`src/lattice_checkerboard_site_index_unit_assert.svh`:
```
// ----------------------------------------------------------------------------
// Assertion macros for the checkerboard site index unit
// Clocked on clk_i and disabled while rst_ni is low.
// ----------------------------------------------------------------------------
`ifndef LATTICE_CHECKERBOARD_SITE_INDEX_UNIT_ASSERT_SVH
`define LATTICE_CHECKERBOARD_SITE_INDEX_UNIT_ASSERT_SVH

// Same-cycle implication.
`define LCSI_ASSERT_NOW(lbl, ante, cons) \
  lbl: assert property (@(posedge clk_i) disable iff (!rst_ni) (ante) |-> (cons)) \
    else $error("lcsi assertion failed");

// Next-cycle implication.
`define LCSI_ASSERT_NEXT(lbl, ante, cons) \
  lbl: assert property (@(posedge clk_i) disable iff (!rst_ni) (ante) |=> (cons)) \
    else $error("lcsi assertion failed");

`endif

```
`src/lcsi_pkg.sv`:
```
`timescale 1ns / 1ps
// ----------------------------------------------------------------------------
// lcsi_pkg
// Shared constants for the checkerboard site index unit.
// ----------------------------------------------------------------------------
package lcsi_pkg;

  localparam int unsigned DIMS         = 4;
  localparam int unsigned LOCAL_BITS   = 24;
  localparam int unsigned CFG_IDX_BITS = 3;
  // divide steps folded into one pipeline stage
  localparam int unsigned DIV_STEPS    = 4;

  localparam logic [CFG_IDX_BITS-1:0] REG_LAT_X = 3'd0;
  localparam logic [CFG_IDX_BITS-1:0] REG_LAT_Y = 3'd1;
  localparam logic [CFG_IDX_BITS-1:0] REG_LAT_Z = 3'd2;
  localparam logic [CFG_IDX_BITS-1:0] REG_LAT_T = 3'd3;
  localparam logic [CFG_IDX_BITS-1:0] REG_SUB_X = 3'd4;
  localparam logic [CFG_IDX_BITS-1:0] REG_SUB_Y = 3'd5;
  localparam logic [CFG_IDX_BITS-1:0] REG_SUB_Z = 3'd6;
  localparam logic [CFG_IDX_BITS-1:0] REG_SUB_T = 3'd7;

endpackage

```
`src/lcsi_in_if.sv`:
```
`timescale 1ns / 1ps
// ----------------------------------------------------------------------------
// lcsi_in_if
// Input channel: one global site number per transaction.
// ----------------------------------------------------------------------------
interface lcsi_in_if #(
  parameter int unsigned POSITION_BITS = 28
) ();
  logic                     valid;
  logic                     ready;
  logic [POSITION_BITS-1:0] global_position;

  modport source (output valid, output global_position, input ready);
  modport sink   (input valid, input global_position, output ready);
endinterface

```
`src/lcsi_out_if.sv`:
```
`timescale 1ns / 1ps
// ----------------------------------------------------------------------------
// lcsi_out_if
// Result channel: coordinates, parity and local checkerboard index.
// ----------------------------------------------------------------------------
interface lcsi_out_if #(
  parameter int unsigned EXTENT_BITS = 7
) ();
  logic                              valid;
  logic                              ready;
  logic [EXTENT_BITS-1:0]            coord_x;
  logic [EXTENT_BITS-1:0]            coord_y;
  logic [EXTENT_BITS-1:0]            coord_z;
  logic [EXTENT_BITS-1:0]            coord_t;
  logic                              parity;
  logic [lcsi_pkg::LOCAL_BITS-1:0]   local_index;

  modport source (output valid, output coord_x, output coord_y, output coord_z,
                  output coord_t, output parity, output local_index, input ready);
  modport sink   (input valid, input coord_x, input coord_y, input coord_z,
                  input coord_t, input parity, input local_index, output ready);
endinterface

```
`src/lcsi_div_stage.sv`:
```
`timescale 1ns / 1ps
// ----------------------------------------------------------------------------
// lcsi_div_stage
// A few restoring-division steps of one dimension, one register stage.
// ----------------------------------------------------------------------------
module lcsi_div_stage #(
  parameter int unsigned POSITION_BITS = 28,
  parameter int unsigned EXTENT_BITS   = 7,
  parameter int unsigned STEPS         = 4,
  parameter int unsigned DIM           = 0,
  parameter bit          LAST          = 1'b0
) (
  input  logic                                           clk_i,
  input  logic                                           rst_ni,
  input  logic                                           adv_i,
  input  logic                                           valid_i,
  input  logic [POSITION_BITS-1:0]                       work_i,
  input  logic [EXTENT_BITS-1:0]                         rem_i,
  input  logic [lcsi_pkg::DIMS-1:0][EXTENT_BITS-1:0]     coords_i,
  input  logic [EXTENT_BITS:0]                           divisor_i,
  output logic                                           valid_o,
  output logic [POSITION_BITS-1:0]                       work_o,
  output logic [EXTENT_BITS-1:0]                         rem_o,
  output logic [lcsi_pkg::DIMS-1:0][EXTENT_BITS-1:0]     coords_o
);

  logic                                       valid_q;
  logic [POSITION_BITS-1:0]                   work_d, work_q;
  logic [EXTENT_BITS-1:0]                     rem_d, rem_q;
  logic [lcsi_pkg::DIMS-1:0][EXTENT_BITS-1:0] coords_d, coords_q;

  // work register shifts dividend bits out at the top, quotient bits in at the bottom
  always_comb begin
    logic [EXTENT_BITS:0] trial;
    logic                 qbit;
    work_d   = work_i;
    rem_d    = rem_i;
    coords_d = coords_i;
    for (int unsigned s = 0; s < STEPS; s++) begin
      trial = {rem_d, work_d[POSITION_BITS-1]};
      qbit  = (trial >= divisor_i);
      if (qbit) begin
        trial = trial - divisor_i;
      end
      rem_d  = trial[EXTENT_BITS-1:0];
      work_d = {work_d[POSITION_BITS-2:0], qbit};
    end
    if (LAST) begin
      coords_d[DIM] = rem_d;
      rem_d         = '0;
    end
  end

  always_ff @(posedge clk_i or negedge rst_ni) begin
    if (!rst_ni) begin
      valid_q <= 1'b0;
    end else if (adv_i) begin
      valid_q <= valid_i;
    end
  end

  always_ff @(posedge clk_i) begin
    if (adv_i) begin
      work_q   <= work_d;
      rem_q    <= rem_d;
      coords_q <= coords_d;
    end
  end

  assign valid_o  = valid_q;
  assign work_o   = work_q;
  assign rem_o    = rem_q;
  assign coords_o = coords_q;

endmodule

```
`src/lcsi_cb_index.sv`:
```
`timescale 1ns / 1ps
// ----------------------------------------------------------------------------
// lcsi_cb_index
// Subgrid reduction and checkerboard index; last stage is the output register.
// ----------------------------------------------------------------------------
module lcsi_cb_index #(
  parameter int unsigned EXTENT_BITS = 7
) (
  input  logic                                       clk_i,
  input  logic                                       rst_ni,
  input  logic                                       adv_i,
  input  logic                                       valid_i,
  input  logic [lcsi_pkg::DIMS-1:0][EXTENT_BITS-1:0] coords_i,
  input  logic [lcsi_pkg::DIMS-1:0][EXTENT_BITS-1:0] sub_i,
  output logic                                       valid_o,
  output logic [lcsi_pkg::DIMS-1:0][EXTENT_BITS-1:0] coords_o,
  output logic                                       parity_o,
  output logic [lcsi_pkg::LOCAL_BITS-1:0]            local_index_o
);

  localparam int unsigned LB = lcsi_pkg::LOCAL_BITS;
  localparam int unsigned NS = 5;

  typedef logic [lcsi_pkg::DIMS-1:0][EXTENT_BITS-1:0] coord_vec_t;

  function automatic logic [EXTENT_BITS-1:0] mod_f(input logic [EXTENT_BITS-1:0] v,
                                                   input logic [EXTENT_BITS-1:0] s);
    logic [EXTENT_BITS-1:0] r;
    logic [EXTENT_BITS:0]   t;
    r = '0;
    for (int i = EXTENT_BITS - 1; i >= 0; i--) begin
      t = {r, v[i]};
      if (t >= {1'b0, s}) begin
        t = t - {1'b0, s};
      end
      r = t[EXTENT_BITS-1:0];
    end
    return r;
  endfunction

  logic [NS-1:0]          valid_q;
  coord_vec_t             coords_q [NS];
  logic [NS-1:0]          par_q;
  logic [EXTENT_BITS-1:0] cbc0_q [3];
  logic [EXTENT_BITS-1:0] cbc1_q [2];
  logic [EXTENT_BITS-1:0] cbc2_q, cbc3_q;
  logic [LB-1:0]          acc2_q, acc3_q, acc4_q, idx_q;
  logic [LB-1:0]          hv2_q, hv3_q, hv4_q;
  logic [LB-1:0]          acc2_d, acc3_d, acc4_d, idx_d, hv2_d, hv3_d, hv4_d;

  always_comb begin
    acc2_d = LB'(cbc2_q) + LB'(sub_i[2]) * LB'(cbc3_q);
    hv2_d  = LB'(sub_i[0]) * LB'(sub_i[1]);
    acc3_d = LB'(cbc1_q[1]) + LB'(sub_i[1]) * acc2_q;
    hv3_d  = hv2_q * LB'(sub_i[2]);
    acc4_d = LB'(cbc0_q[2]) + LB'(sub_i[0]) * acc3_q;
    hv4_d  = hv3_q * LB'(sub_i[3]);
    idx_d  = acc4_q + (par_q[3] ? hv4_q : '0);
  end

  always_ff @(posedge clk_i or negedge rst_ni) begin
    if (!rst_ni) begin
      valid_q <= '0;
    end else if (adv_i) begin
      valid_q <= {valid_q[NS-2:0], valid_i};
    end
  end

  always_ff @(posedge clk_i) begin
    if (adv_i) begin
      // stage 1: subgrid coordinates and parity
      coords_q[0] <= coords_i;
      par_q[0]    <= coords_i[0][0] ^ coords_i[1][0] ^ coords_i[2][0] ^ coords_i[3][0];
      cbc0_q[0]   <= mod_f(coords_i[0] >> 1, sub_i[0]);
      cbc1_q[0]   <= mod_f(coords_i[1], sub_i[1]);
      cbc2_q      <= mod_f(coords_i[2], sub_i[2]);
      cbc3_q      <= mod_f(coords_i[3], sub_i[3]);
      // stages 2-4: Horner chain and half volume
      for (int unsigned k = 1; k < NS; k++) begin
        coords_q[k] <= coords_q[k-1];
        par_q[k]    <= par_q[k-1];
      end
      cbc0_q[1] <= cbc0_q[0];
      cbc0_q[2] <= cbc0_q[1];
      cbc1_q[1] <= cbc1_q[0];
      acc2_q    <= acc2_d;
      hv2_q     <= hv2_d;
      acc3_q    <= acc3_d;
      hv3_q     <= hv3_d;
      acc4_q    <= acc4_d;
      hv4_q     <= hv4_d;
      // stage 5: odd sites go to the upper half
      idx_q     <= idx_d;
    end
  end

  assign valid_o       = valid_q[NS-1];
  assign coords_o      = coords_q[NS-1];
  assign parity_o      = par_q[NS-1];
  assign local_index_o = idx_q;

endmodule

```
`src/lattice_checkerboard_site_index_unit.sv`:
```
`timescale 1ns / 1ps
// ----------------------------------------------------------------------------
// lattice_checkerboard_site_index_unit
// Global site number to 4-D coordinates, parity and even-odd local index.
// ----------------------------------------------------------------------------
// Usage:
//   in_i  carries a global lexicographic site number (x fastest); one
//         transaction per clock when the result side keeps up.
//   out_o returns x/y/z/t coordinates, parity (sum of coordinates mod 2)
//         and the checkerboarded index inside the local subgrid.
//   cfg_*: plain register writes (lattice extents 0..3, subgrid extents
//         4..7); extents are clamped when written. Write only while idle.
// Pipeline: four chained dividers, one per dimension, each retiring four quotient
//   bits per stage, then subgrid modulo, three multiply stages and the
//   final add in the output register.
// Throughput: one transaction per cycle while out_o does not stall, set by
//   the fully pipelined divider chain.
// Reset: pipeline emptied, extents return to 16 (lattice) and 8 (subgrid).
// Stall: while a result sits in the output register and out_o.ready is
//   low, the whole pipeline freezes and in_i.ready drops; nothing is lost.
// ----------------------------------------------------------------------------
module lattice_checkerboard_site_index_unit #(
  parameter int unsigned EXTENT_BITS   = 7,
  parameter int unsigned POSITION_BITS = 28
) (
  input  logic                              clk_i,
  input  logic                              rst_ni,
  input  logic                              cfg_we_i,
  input  logic [lcsi_pkg::CFG_IDX_BITS-1:0] cfg_idx_i,
  input  logic [EXTENT_BITS:0]              cfg_data_i,
  lcsi_in_if.sink                           in_i,
  lcsi_out_if.source                        out_o
);

  `include "lattice_checkerboard_site_index_unit_assert.svh"

  localparam int unsigned DIMS  = lcsi_pkg::DIMS;
  localparam int unsigned STP   = lcsi_pkg::DIV_STEPS;
  localparam int unsigned SPD   = (POSITION_BITS + STP - 1) / STP;  // stages per dimension
  localparam int unsigned NDIV  = DIMS * SPD;
  localparam int unsigned LSTEP = POSITION_BITS - STP * (SPD - 1);

  // clamp limits and reset values
  localparam int unsigned MAXL   = 1 << EXTENT_BITS;
  localparam int unsigned MAXSX  = 1 << (EXTENT_BITS - 2);
  localparam int unsigned MAXS   = 1 << (EXTENT_BITS - 1);
  localparam int unsigned LAT_RV = (16 > MAXL) ? MAXL : 16;
  localparam int unsigned SX_RV  = (4 > MAXSX) ? MAXSX : 4;
  localparam int unsigned S_RV   = (8 > MAXS) ? MAXS : 8;

  logic [DIMS-1:0][EXTENT_BITS:0]   lat_q;
  logic [DIMS-1:0][EXTENT_BITS-1:0] sub_q;
  logic [EXTENT_BITS:0]             lat_new;
  logic [EXTENT_BITS-1:0]           subx_raw, subx_new, sub_raw, sub_new;
  logic                             adv;

  // ---- configuration: store clamped extents --------------------------------
  always_comb begin
    lat_new = cfg_data_i;
    if (cfg_data_i == '0) begin
      lat_new = (EXTENT_BITS+1)'(1);
    end else if (cfg_data_i > (EXTENT_BITS+1)'(MAXL)) begin
      lat_new = (EXTENT_BITS+1)'(MAXL);
    end
    // x subgrid is stored halved
    subx_raw = cfg_data_i[EXTENT_BITS-1:0] >> 1;
    subx_new = subx_raw;
    if (subx_raw == '0) begin
      subx_new = EXTENT_BITS'(1);
    end else if (subx_raw > EXTENT_BITS'(MAXSX)) begin
      subx_new = EXTENT_BITS'(MAXSX);
    end
    sub_raw = cfg_data_i[EXTENT_BITS-1:0];
    sub_new = sub_raw;
    if (sub_raw == '0) begin
      sub_new = EXTENT_BITS'(1);
    end else if (sub_raw > EXTENT_BITS'(MAXS)) begin
      sub_new = EXTENT_BITS'(MAXS);
    end
  end

  always_ff @(posedge clk_i or negedge rst_ni) begin
    if (!rst_ni) begin
      for (int unsigned d = 0; d < DIMS; d++) begin
        lat_q[d] <= (EXTENT_BITS+1)'(LAT_RV);
      end
      sub_q[0] <= EXTENT_BITS'(SX_RV);
      for (int unsigned d = 1; d < DIMS; d++) begin
        sub_q[d] <= EXTENT_BITS'(S_RV);
      end
    end else if (cfg_we_i) begin
      case (cfg_idx_i)
        lcsi_pkg::REG_LAT_X: lat_q[0] <= lat_new;
        lcsi_pkg::REG_LAT_Y: lat_q[1] <= lat_new;
        lcsi_pkg::REG_LAT_Z: lat_q[2] <= lat_new;
        lcsi_pkg::REG_LAT_T: lat_q[3] <= lat_new;
        lcsi_pkg::REG_SUB_X: sub_q[0] <= subx_new;
        lcsi_pkg::REG_SUB_Y: sub_q[1] <= sub_new;
        lcsi_pkg::REG_SUB_Z: sub_q[2] <= sub_new;
        lcsi_pkg::REG_SUB_T: sub_q[3] <= sub_new;
        default: ;
      endcase
    end
  end

  // ---- flow control: everything moves unless the output is held ----------
  assign adv        = !out_o.valid || out_o.ready;
  assign in_i.ready = adv;

  // ---- divider chain --------------------------------------------------------
  logic [NDIV:0]                    dv_valid;
  logic [POSITION_BITS-1:0]         dv_work   [NDIV+1];
  logic [EXTENT_BITS-1:0]           dv_rem    [NDIV+1];
  logic [DIMS-1:0][EXTENT_BITS-1:0] dv_coords [NDIV+1];

  assign dv_valid[0]  = in_i.valid;
  assign dv_work[0]   = in_i.global_position;
  assign dv_rem[0]    = '0;
  assign dv_coords[0] = '0;

  for (genvar d = 0; d < DIMS; d++) begin : g_dim
    for (genvar s = 0; s < SPD; s++) begin : g_stage
      lcsi_div_stage #(
        .POSITION_BITS (POSITION_BITS),
        .EXTENT_BITS   (EXTENT_BITS),
        .STEPS         ((s == SPD - 1) ? LSTEP : STP),
        .DIM           (d),
        .LAST          (s == SPD - 1)
      ) u_div (
        .clk_i     (clk_i),
        .rst_ni    (rst_ni),
        .adv_i     (adv),
        .valid_i   (dv_valid[d*SPD+s]),
        .work_i    (dv_work[d*SPD+s]),
        .rem_i     (dv_rem[d*SPD+s]),
        .coords_i  (dv_coords[d*SPD+s]),
        .divisor_i (lat_q[d]),
        .valid_o   (dv_valid[d*SPD+s+1]),
        .work_o    (dv_work[d*SPD+s+1]),
        .rem_o     (dv_rem[d*SPD+s+1]),
        .coords_o  (dv_coords[d*SPD+s+1])
      );
    end
  end

  // ---- subgrid index and output register -----------------------------------
  logic [DIMS-1:0][EXTENT_BITS-1:0] out_coords;

  lcsi_cb_index #(
    .EXTENT_BITS (EXTENT_BITS)
  ) u_cb (
    .clk_i         (clk_i),
    .rst_ni        (rst_ni),
    .adv_i         (adv),
    .valid_i       (dv_valid[NDIV]),
    .coords_i      (dv_coords[NDIV]),
    .sub_i         (sub_q),
    .valid_o       (out_o.valid),
    .coords_o      (out_coords),
    .parity_o      (out_o.parity),
    .local_index_o (out_o.local_index)
  );

  assign out_o.coord_x = out_coords[0];
  assign out_o.coord_y = out_coords[1];
  assign out_o.coord_z = out_coords[2];
  assign out_o.coord_t = out_coords[3];

  // dv_work at the chain end carries the dropped t quotient and dv_rem is zero; both unused.

  // ---- assertions ----------------------------------------------------------
  `LCSI_ASSERT_NOW(a_parity, out_o.valid, out_o.parity == (out_o.coord_x[0] ^ out_o.coord_y[0] ^ out_o.coord_z[0] ^ out_o.coord_t[0]))
  `LCSI_ASSERT_NOW(a_coord_x_range, out_o.valid, (EXTENT_BITS+1)'(out_o.coord_x) < lat_q[0])
  `LCSI_ASSERT_NOW(a_coord_t_range, out_o.valid, (EXTENT_BITS+1)'(out_o.coord_t) < lat_q[3])
  `LCSI_ASSERT_NOW(a_hold_input, out_o.valid && !out_o.ready, !in_i.ready)
  `LCSI_ASSERT_NEXT(a_enter, in_i.valid && in_i.ready, dv_valid[1])

endmodule

```
`src/flat_wrapper.sv`:
```
// flat-port wrapper written by rule: the top's interface ports become plain ports
module lattice_checkerboard_site_index_unit_flat 
#(
  parameter int unsigned EXTENT_BITS   = 7,
  parameter int unsigned POSITION_BITS = 28
)
  (clk_i, rst_ni, cfg_we_i, cfg_idx_i, cfg_data_i, in_i_valid, in_i_global_position, in_i_ready, out_o_valid, out_o_coord_x, out_o_coord_y, out_o_coord_z, out_o_coord_t, out_o_parity, out_o_local_index, out_o_ready);
  lcsi_in_if #(.POSITION_BITS(POSITION_BITS)) in_i_i ();
  lcsi_out_if #(.EXTENT_BITS(EXTENT_BITS)) out_o_i ();
  input  logic clk_i;
  input  logic rst_ni;
  input  logic cfg_we_i;
  input  logic [lcsi_pkg::CFG_IDX_BITS-1:0] cfg_idx_i;
  input  logic [EXTENT_BITS:0] cfg_data_i;
  input wire logic [$bits(in_i_i.valid)-1:0] in_i_valid;
  input wire logic [$bits(in_i_i.global_position)-1:0] in_i_global_position;
  output wire logic [$bits(in_i_i.ready)-1:0] in_i_ready;
  output wire logic [$bits(out_o_i.valid)-1:0] out_o_valid;
  output wire logic [$bits(out_o_i.coord_x)-1:0] out_o_coord_x;
  output wire logic [$bits(out_o_i.coord_y)-1:0] out_o_coord_y;
  output wire logic [$bits(out_o_i.coord_z)-1:0] out_o_coord_z;
  output wire logic [$bits(out_o_i.coord_t)-1:0] out_o_coord_t;
  output wire logic [$bits(out_o_i.parity)-1:0] out_o_parity;
  output wire logic [$bits(out_o_i.local_index)-1:0] out_o_local_index;
  input wire logic [$bits(out_o_i.ready)-1:0] out_o_ready;
  assign in_i_i.valid = in_i_valid;
  assign in_i_i.global_position = in_i_global_position;
  assign in_i_ready = in_i_i.ready;
  assign out_o_valid = out_o_i.valid;
  assign out_o_coord_x = out_o_i.coord_x;
  assign out_o_coord_y = out_o_i.coord_y;
  assign out_o_coord_z = out_o_i.coord_z;
  assign out_o_coord_t = out_o_i.coord_t;
  assign out_o_parity = out_o_i.parity;
  assign out_o_local_index = out_o_i.local_index;
  assign out_o_i.ready = out_o_ready;
  lattice_checkerboard_site_index_unit #(.EXTENT_BITS(EXTENT_BITS), .POSITION_BITS(POSITION_BITS)) u_core (.clk_i(clk_i), .rst_ni(rst_ni), .cfg_we_i(cfg_we_i), .cfg_idx_i(cfg_idx_i), .cfg_data_i(cfg_data_i), .in_i(in_i_i), .out_o(out_o_i));
endmodule
```
`config.mk`:
```
export PLATFORM = sky130hd
export DESIGN_NAME = lattice_checkerboard_site_index_unit_flat
export DESIGN_NICKNAME = d
export VERILOG_FILES = /design/src/lcsi_pkg.sv /design/src/lcsi_in_if.sv /design/src/lcsi_out_if.sv /design/src/lcsi_div_stage.sv /design/src/lcsi_cb_index.sv /design/src/lattice_checkerboard_site_index_unit.sv /design/src/flat_wrapper.sv
export VERILOG_INCLUDE_DIRS = /design/src /design/src/src
export SDC_FILE = /design/constraint.sdc
export NUM_CORES = 2
export LEC_CHECK = 0
export BUFFER_PORTS_ARGS = -buffer_cell sky130_fd_sc_hd__buf_2
export CAP_MARGIN = 5
export CORE_ASPECT_RATIO = 1.75
export CORE_MARGIN = 8
export CORE_UTILIZATION = 35
export DETAILED_ROUTE_END_ITERATION = 16
export GPL_TIMING_DRIVEN = 0
export HOLD_SLACK_MARGIN = 0.08
export SETUP_SLACK_MARGIN = 0.15
export SLEW_MARGIN = 20
export SYNTH_ARGS = -nofsm -noshare
export SYNTH_HDL_FRONTEND = slang
export SYNTH_SLANG_ARGS = --single-unit
```
`constraint.sdc`:
```
create_clock -name clk_i -period 153 [get_ports clk_i]
set_input_delay 22.95 -clock clk_i [delete_from_list [all_inputs] [get_ports clk_i]]
set_output_delay 22.95 -clock clk_i [all_outputs]
set_load 0.005 [all_outputs]
```
### Yosys cells after proc, flatten, opt, wreduce, memory -nomap -nowiden

Memories as Yosys holds them, arrays and structs flattened.
Cells that the tools add are included.

* bits in registers: 1516
* latch bits: 0
* memory bits (writable): 175
* memory bits (read-only): 0
* input bits: 44
* output and inout bits: 55
* logic and storage cells: 639
* memories: 3

* add/subtract/negate cells: 144
* multipliers: 6
* div/mod/pow operators: 0
* magnitude comparators: 143
* equality and inequality tests: 7
* shift-type cells: 0
* multiplexer cells: 175
* bitwise gates (word level): 3
* reductions and logical operators: 14

Memory list
* u_core.u_cb.coords_q: depth 5, width 28, read ports 5, clocked after memory_dff 0, wr ports 5, line lcsi_cb_index.sv:42 `coord_vec_t coords_q [NS];`
* u_core.u_cb.cbc0_q: depth 3, width 7, read ports 3, clocked after memory_dff 0, wr ports 3, line lcsi_cb_index.sv:44 `logic [EXTENT_BITS-1:0] cbc0_q [3];`
* u_core.u_cb.cbc1_q: depth 2, width 7, read ports 2, clocked after memory_dff 0, wr ports 2, line lcsi_cb_index.sv:45 `logic [EXTENT_BITS-1:0] cbc1_q [2];`

Operators by type and width (count)
* $mux W7: 169
* $sub A7 B7 Y7: 132
* $ge A8 B8 Y1: 108
* $ge A8 B7 Y1: 24
* $sub A1 B7 Y7: 7
* $add A7 B24 Y24: 2
* $mul A7 B24 Y24: 2
* $ge A1 B8 Y1: 4
* $mul A7 B7 Y14: 2
* $add A24 B24 Y24: 1
* $mul A24 B7 Y24: 1
* $mux W24: 1
* $ge A1 B7 Y1: 3
* $mul A14 B7 Y21: 1
* $mux W8: 2
* $reduce_and A2 Y1: 8
* $add A7 B14 Y15: 1
* $logic_not A7 Y1: 2
* $eq A3 B3 Y1 const B: 4
* $gt A8 B8 Y1 const B: 1
* $logic_not A8 Y1: 1
* $ge A1 B7 Y1 const A: 1
* $gt A7 B7 Y1 const B: 1
* $sub A1 B7 Y7 const A: 1
* other kinds (9): 13

### Logic depth before layout (Yosys ltp)

* depth in word-level cells: 21
* mapped depth: 69
* gate-level depth less buffers: 65

### Modules after synthesis

Synthesis repeated with hierarchy kept, for this count alone.

* cells, all modules: 12045
* area, all modules: 140624.9 µm²

By module, submodules not included
* lcsi_div_stage at u_core.g_dim[0].g_stage[4].u_div ...: times used 17, cells each 283, area each 3562.2 µm², sequential area each 1916.8 µm²
* lcsi_cb_index: times used 1, cells each 3872, area each 39017.4 µm², sequential area each 10334.9 µm²
* lcsi_div_stage at u_core.g_dim[0].g_stage[0].u_div ...: times used 4, cells each 285, area each 3579.7 µm², sequential area each 1916.8 µm²
* lcsi_div_stage at u_core.g_dim[0].g_stage[6].u_div ...: times used 3, cells each 284, area each 3408.3 µm², sequential area each 1706.6 µm²
* lcsi_div_stage at u_core.g_dim[3].g_stage[4].u_div ...: times used 2, cells each 293, area each 3599.7 µm², sequential area each 1916.8 µm²
* lcsi_div_stage at u_core.g_dim[3].g_stage[3].u_div: times used 1, cells each 283, area each 3563.4 µm², sequential area each 1916.8 µm²
* lcsi_div_stage at u_core.g_dim[3].g_stage[6].u_div: times used 1, cells each 294, area each 3445.8 µm², sequential area each 1706.6 µm²
* lattice_checkerboard_site_index_unit: times used 1, cells each 207, area each 2298.5 µm², sequential area each 1486.4 µm²

### Least setup slack after synthesis

OpenSTA, ideal clock, no wires.

* path kind: input to output
* from: in out_o_ready
* to: out in_i_ready
* data arrival time: 63857 ps
* data required time: 130050 ps
* slack: 66193 ps
* stages: 3
* buffers on the path: 2
* cell sequence: nand2b_1 clkbuf_1 clkbuf_1

* cells in the longest elaborated chain, start to end: 1

Ends and longest elaborated chain
* from (decl): line flat_wrapper.sv:25 `input wire logic [$bits(out_o_i.ready)-1:0] out_o_ready;`
* $logic_or A1 B1 Y1: line lattice_checkerboard_site_index_unit.sv:107 `assign adv = !out_o.valid || out_o.ready;`
* to (decl): line flat_wrapper.sv:17 `output wire logic [$bits(in_i_i.ready)-1:0] in_i_ready;`

No other way between the ends.

### Worst setup path after layout

Same ends and word-level chain as after synthesis.

==> out/metrics.yaml <==
run_status:
  outcome: "completed"
route:
  drtIter0Drc: 3367
  drc: 0
  wl_um: 254500
  dr.pass1.iters: 6
  wl_per_cell_um: 17.40
  vias_per_cell: 5.056
  via_count: 73920
  ant_nets: 0
clock_tree:
  worstSkewPairLatency_ns: 0.84
  path_clk_slew_ns: 0.06
  cts_buffer_depth: 4
  cts_root_buffer: "clkbuf_16"
  htree_levels: 4
  cts_tree: "done"
  numCtsBuffers: 174
  cts_resized: 0
  post-cts-setup-buffers: 0
  cts_sinks: 1594
  cts_hold_buf: 0
cells_and_area:
  final_cell_mix: "1502 x edfxtp_1, 1332 x ha_1, 888 x inv_1"
  fin_util_pct: 39.13
  drive_gt1_share_pct: 9.454
  multi_input_comb_area_um2: 61360
  finalNonFillerCells: 14620
  final-seq-area_um2: 47430
  layout.nets: 12030
  layout_commonest_cell: "edfxtp_1"
  nFillCells: 30540
  area_growth_pct: 11.56
setup_path:
  cp_max_fo: 36
  arrival_ns: 24.24
  end_kind: "output port"
  crit_type: "in2out"
  required_ns: 130.05
  start_kind: "primary input"
grt:
  met3_usage_pct: 1.790
  gr-usage-met2_pct: 28.85
  grt-ovfl-total: 0
  grt_pass1_wl_um: 406900
  grt_max_degree: 59
  grt_pass1_vias: 79800
  grt_antenna_before_repair: 11
  top_usage_layer: "met2"
  track_usage_pct: 14.49
  use_met1_pct: 14.15
placed_design:
  dp.cells: 14310
  gp_congestion: 0.9009
  port_buffers: 97
  dp_hpwl_um: 195600
sta:
  slew_headroom_pct: 35.48
  finalCriticalPeriod_ns: 47.19
  rsz0062_at_grt: "no"
  drv_slew: 0
  fin_tns_setup_ns: 0
  hold_slack_ns: 0.3582
  hold_viol: 0
  fmax_ghz: 0.02119
  worstMarginPinSlew_ns: 0.9679
  fin_worst_skew_ns: 0.1030
  setup_viol: 0
  timing.final.crit_share_pct: 30.84
yosys:
  synth_area_um2: 113000
  synthDistinctLibCells: 93
  synthArstFlopShare_pct: 5.772
  yosysWarnings: 0
  synth_top_area_share_pct: 39.91
  synth_nets: 11700
  synthCells: 9837
  synth_top_cell_by_area: "edfxtp_1"
  seq_area_frac_synth_pct: 41.95
  synth_flop_cell: "edfxtp_1"
  yosys_register_bits: 1594
  synth-edff-count: 1502
  syn_avg_cell_area_um2: 11.49
  yosys-top-cells-area: "edfxtp_1 40%, ha_1 15%, fa_1 8.6%"
floorplanning:
  dieArea_um2: 342100
  die_width_um: 445.6
  die_y_um: 767.7
  rows: 276
  start_util_pct: 35.08
  pin_count: 99
  core_area_um2: 322200
worst_hold_path:
  hp-class: "reg2reg"
flow_run:
  maxCapViolCount: 0
[kinds of logic after synthesis]
kind of cell | synth area share (%)
multiplexers | 5.489
XOR/XNOR | 5.890
AO/OA/AOI/OAI | 10.99
flip-flops | 41.95
AND/OR/NAND/NOR | 8.624
adder cells (fa/ha/maj) | 23.30
buffers and inverters | 3.755
[cell usage after synthesis (8+ instances only)]
cell,count
a211oi_1,12
a21boi_0,23
a21o_1,458
a21oi_1,653
a31oi_1,15
a41oi_1,20
and2_1,320
and3_1,16
and4_1,24
buf_4,28
clkbuf_1,130
clkinv_1,12
dfrtp_1,84
dfstp_2,8
edfxtp_1,1502
fa_1,483
ha_1,1332
inv_1,916
mux2_2,442
mux2i_1,108
nand2_1,736
nand2b_1,125
nand3_1,33
nand4_1,118
nor2_1,389
nor2b_1,119
nor3_1,35
nor4_1,11
o211ai_1,13
o21a_1,76
o21ai_0,503
o21bai_1,148
o31a_1,9
o31ai_1,24
or3_1,17
xnor2_1,487
xor2_1,273
[final cells by class]
cell class	count	area share (%)
multi-input cells	7149	48.67
flip-flops and latches	1594	37.62
well taps	4309	4.276
clock buffers	210	3.671
inverters	928	2.771
repair buffers	159	1.571
clock inverters	97	0.8068
plain buffers	166	0.6063
diodes	9	0.01786
[registers in the layout, summed over array words and instances, names as in the netlist, 7 cells and up]
signal	flops
u_core.g_dim.g_stage.u_div.coords_o	322
u_core.g_dim.g_stage.u_div.rem_o	168
u_core.g_dim.g_stage.u_div.valid_o	28
u_core.g_dim.g_stage.u_div.work_o	672
u_core.lat_q	32
u_core.sub_q	27
u_core.u_cb.acc2_q	15
u_core.u_cb.acc3_q	24
u_core.u_cb.acc4_q	24
u_core.u_cb.cbc0_q	21
u_core.u_cb.cbc1_q	14
u_core.u_cb.cbc2_q	7
u_core.u_cb.cbc3_q	7
u_core.u_cb.coords_q	140
u_core.u_cb.hv2_q	14
u_core.u_cb.hv3_q	21
u_core.u_cb.hv4_q	24
u_core.u_cb.local_index_o	24
[per-stage QoR]
step           worst slack [ns]  cell area, um^2
2_1_floorplan             66.19           113000
3_3_place_gp              45.67           118900
3_5_place_dp             105.75           120400
4_1_cts                  105.74           126100
5_1_grt                  105.65           126100
6_report                 105.81           126100
[final timing paths]
| kind | start | to | slack (ns) | cells past startpoint |
|---|---|---|---|---|
| worst max-delay path | out_o_ready | in_i_ready | 105.81 | 5 |
| worst min-delay path | u_core.g_dim[2].g_stage[4].u_div.work_o[20] | u_core.g_dim[2].g_stage[5].u_div.work_o[24] | 0.36 | 0 |
| worst max register to register | u_core.sub_q[15] | u_core.u_cb.cbc2_q[4] | 136.39 | 64 |
| worst min register to register | u_core.g_dim[2].g_stage[4].u_div.work_o[20] | u_core.g_dim[2].g_stage[5].u_div.work_o[24] | 0.36 | 0 |
| max in group asynchronous | rst_ni | u_core.g_dim[0].g_stage[0].u_div.valid_o | 130.13 | 2 |
| min in group asynchronous | rst_ni | u_core.sub_q[1] | 22.02 | 1 |
[worst max-delay path, stage by stage]
cell and delay (ns):
buf_2 0.07, nand2b_1 0.09, clkbuf_1 0.27, clkbuf_4 0.62
buf_2 0.23
[routing by layer]
| metal | part of all wire (%) | routed length [um] | vias up |
|---|---|---|---|
| met4 | 6.3 | 16080 | 4 |
| met5 | 0.011 | 27 | - |
| met2 | 55 | 139500 | 1417 |
| met1 | 36 | 90520 | 36010 |
| met3 | 3.3 | 8328 | 808 |
| li1 | - | - | 35690 |
Power is left out: the tool's default activity adds up to more than one toggle a clock period on the data nets, which glitch-free logic cannot reach.
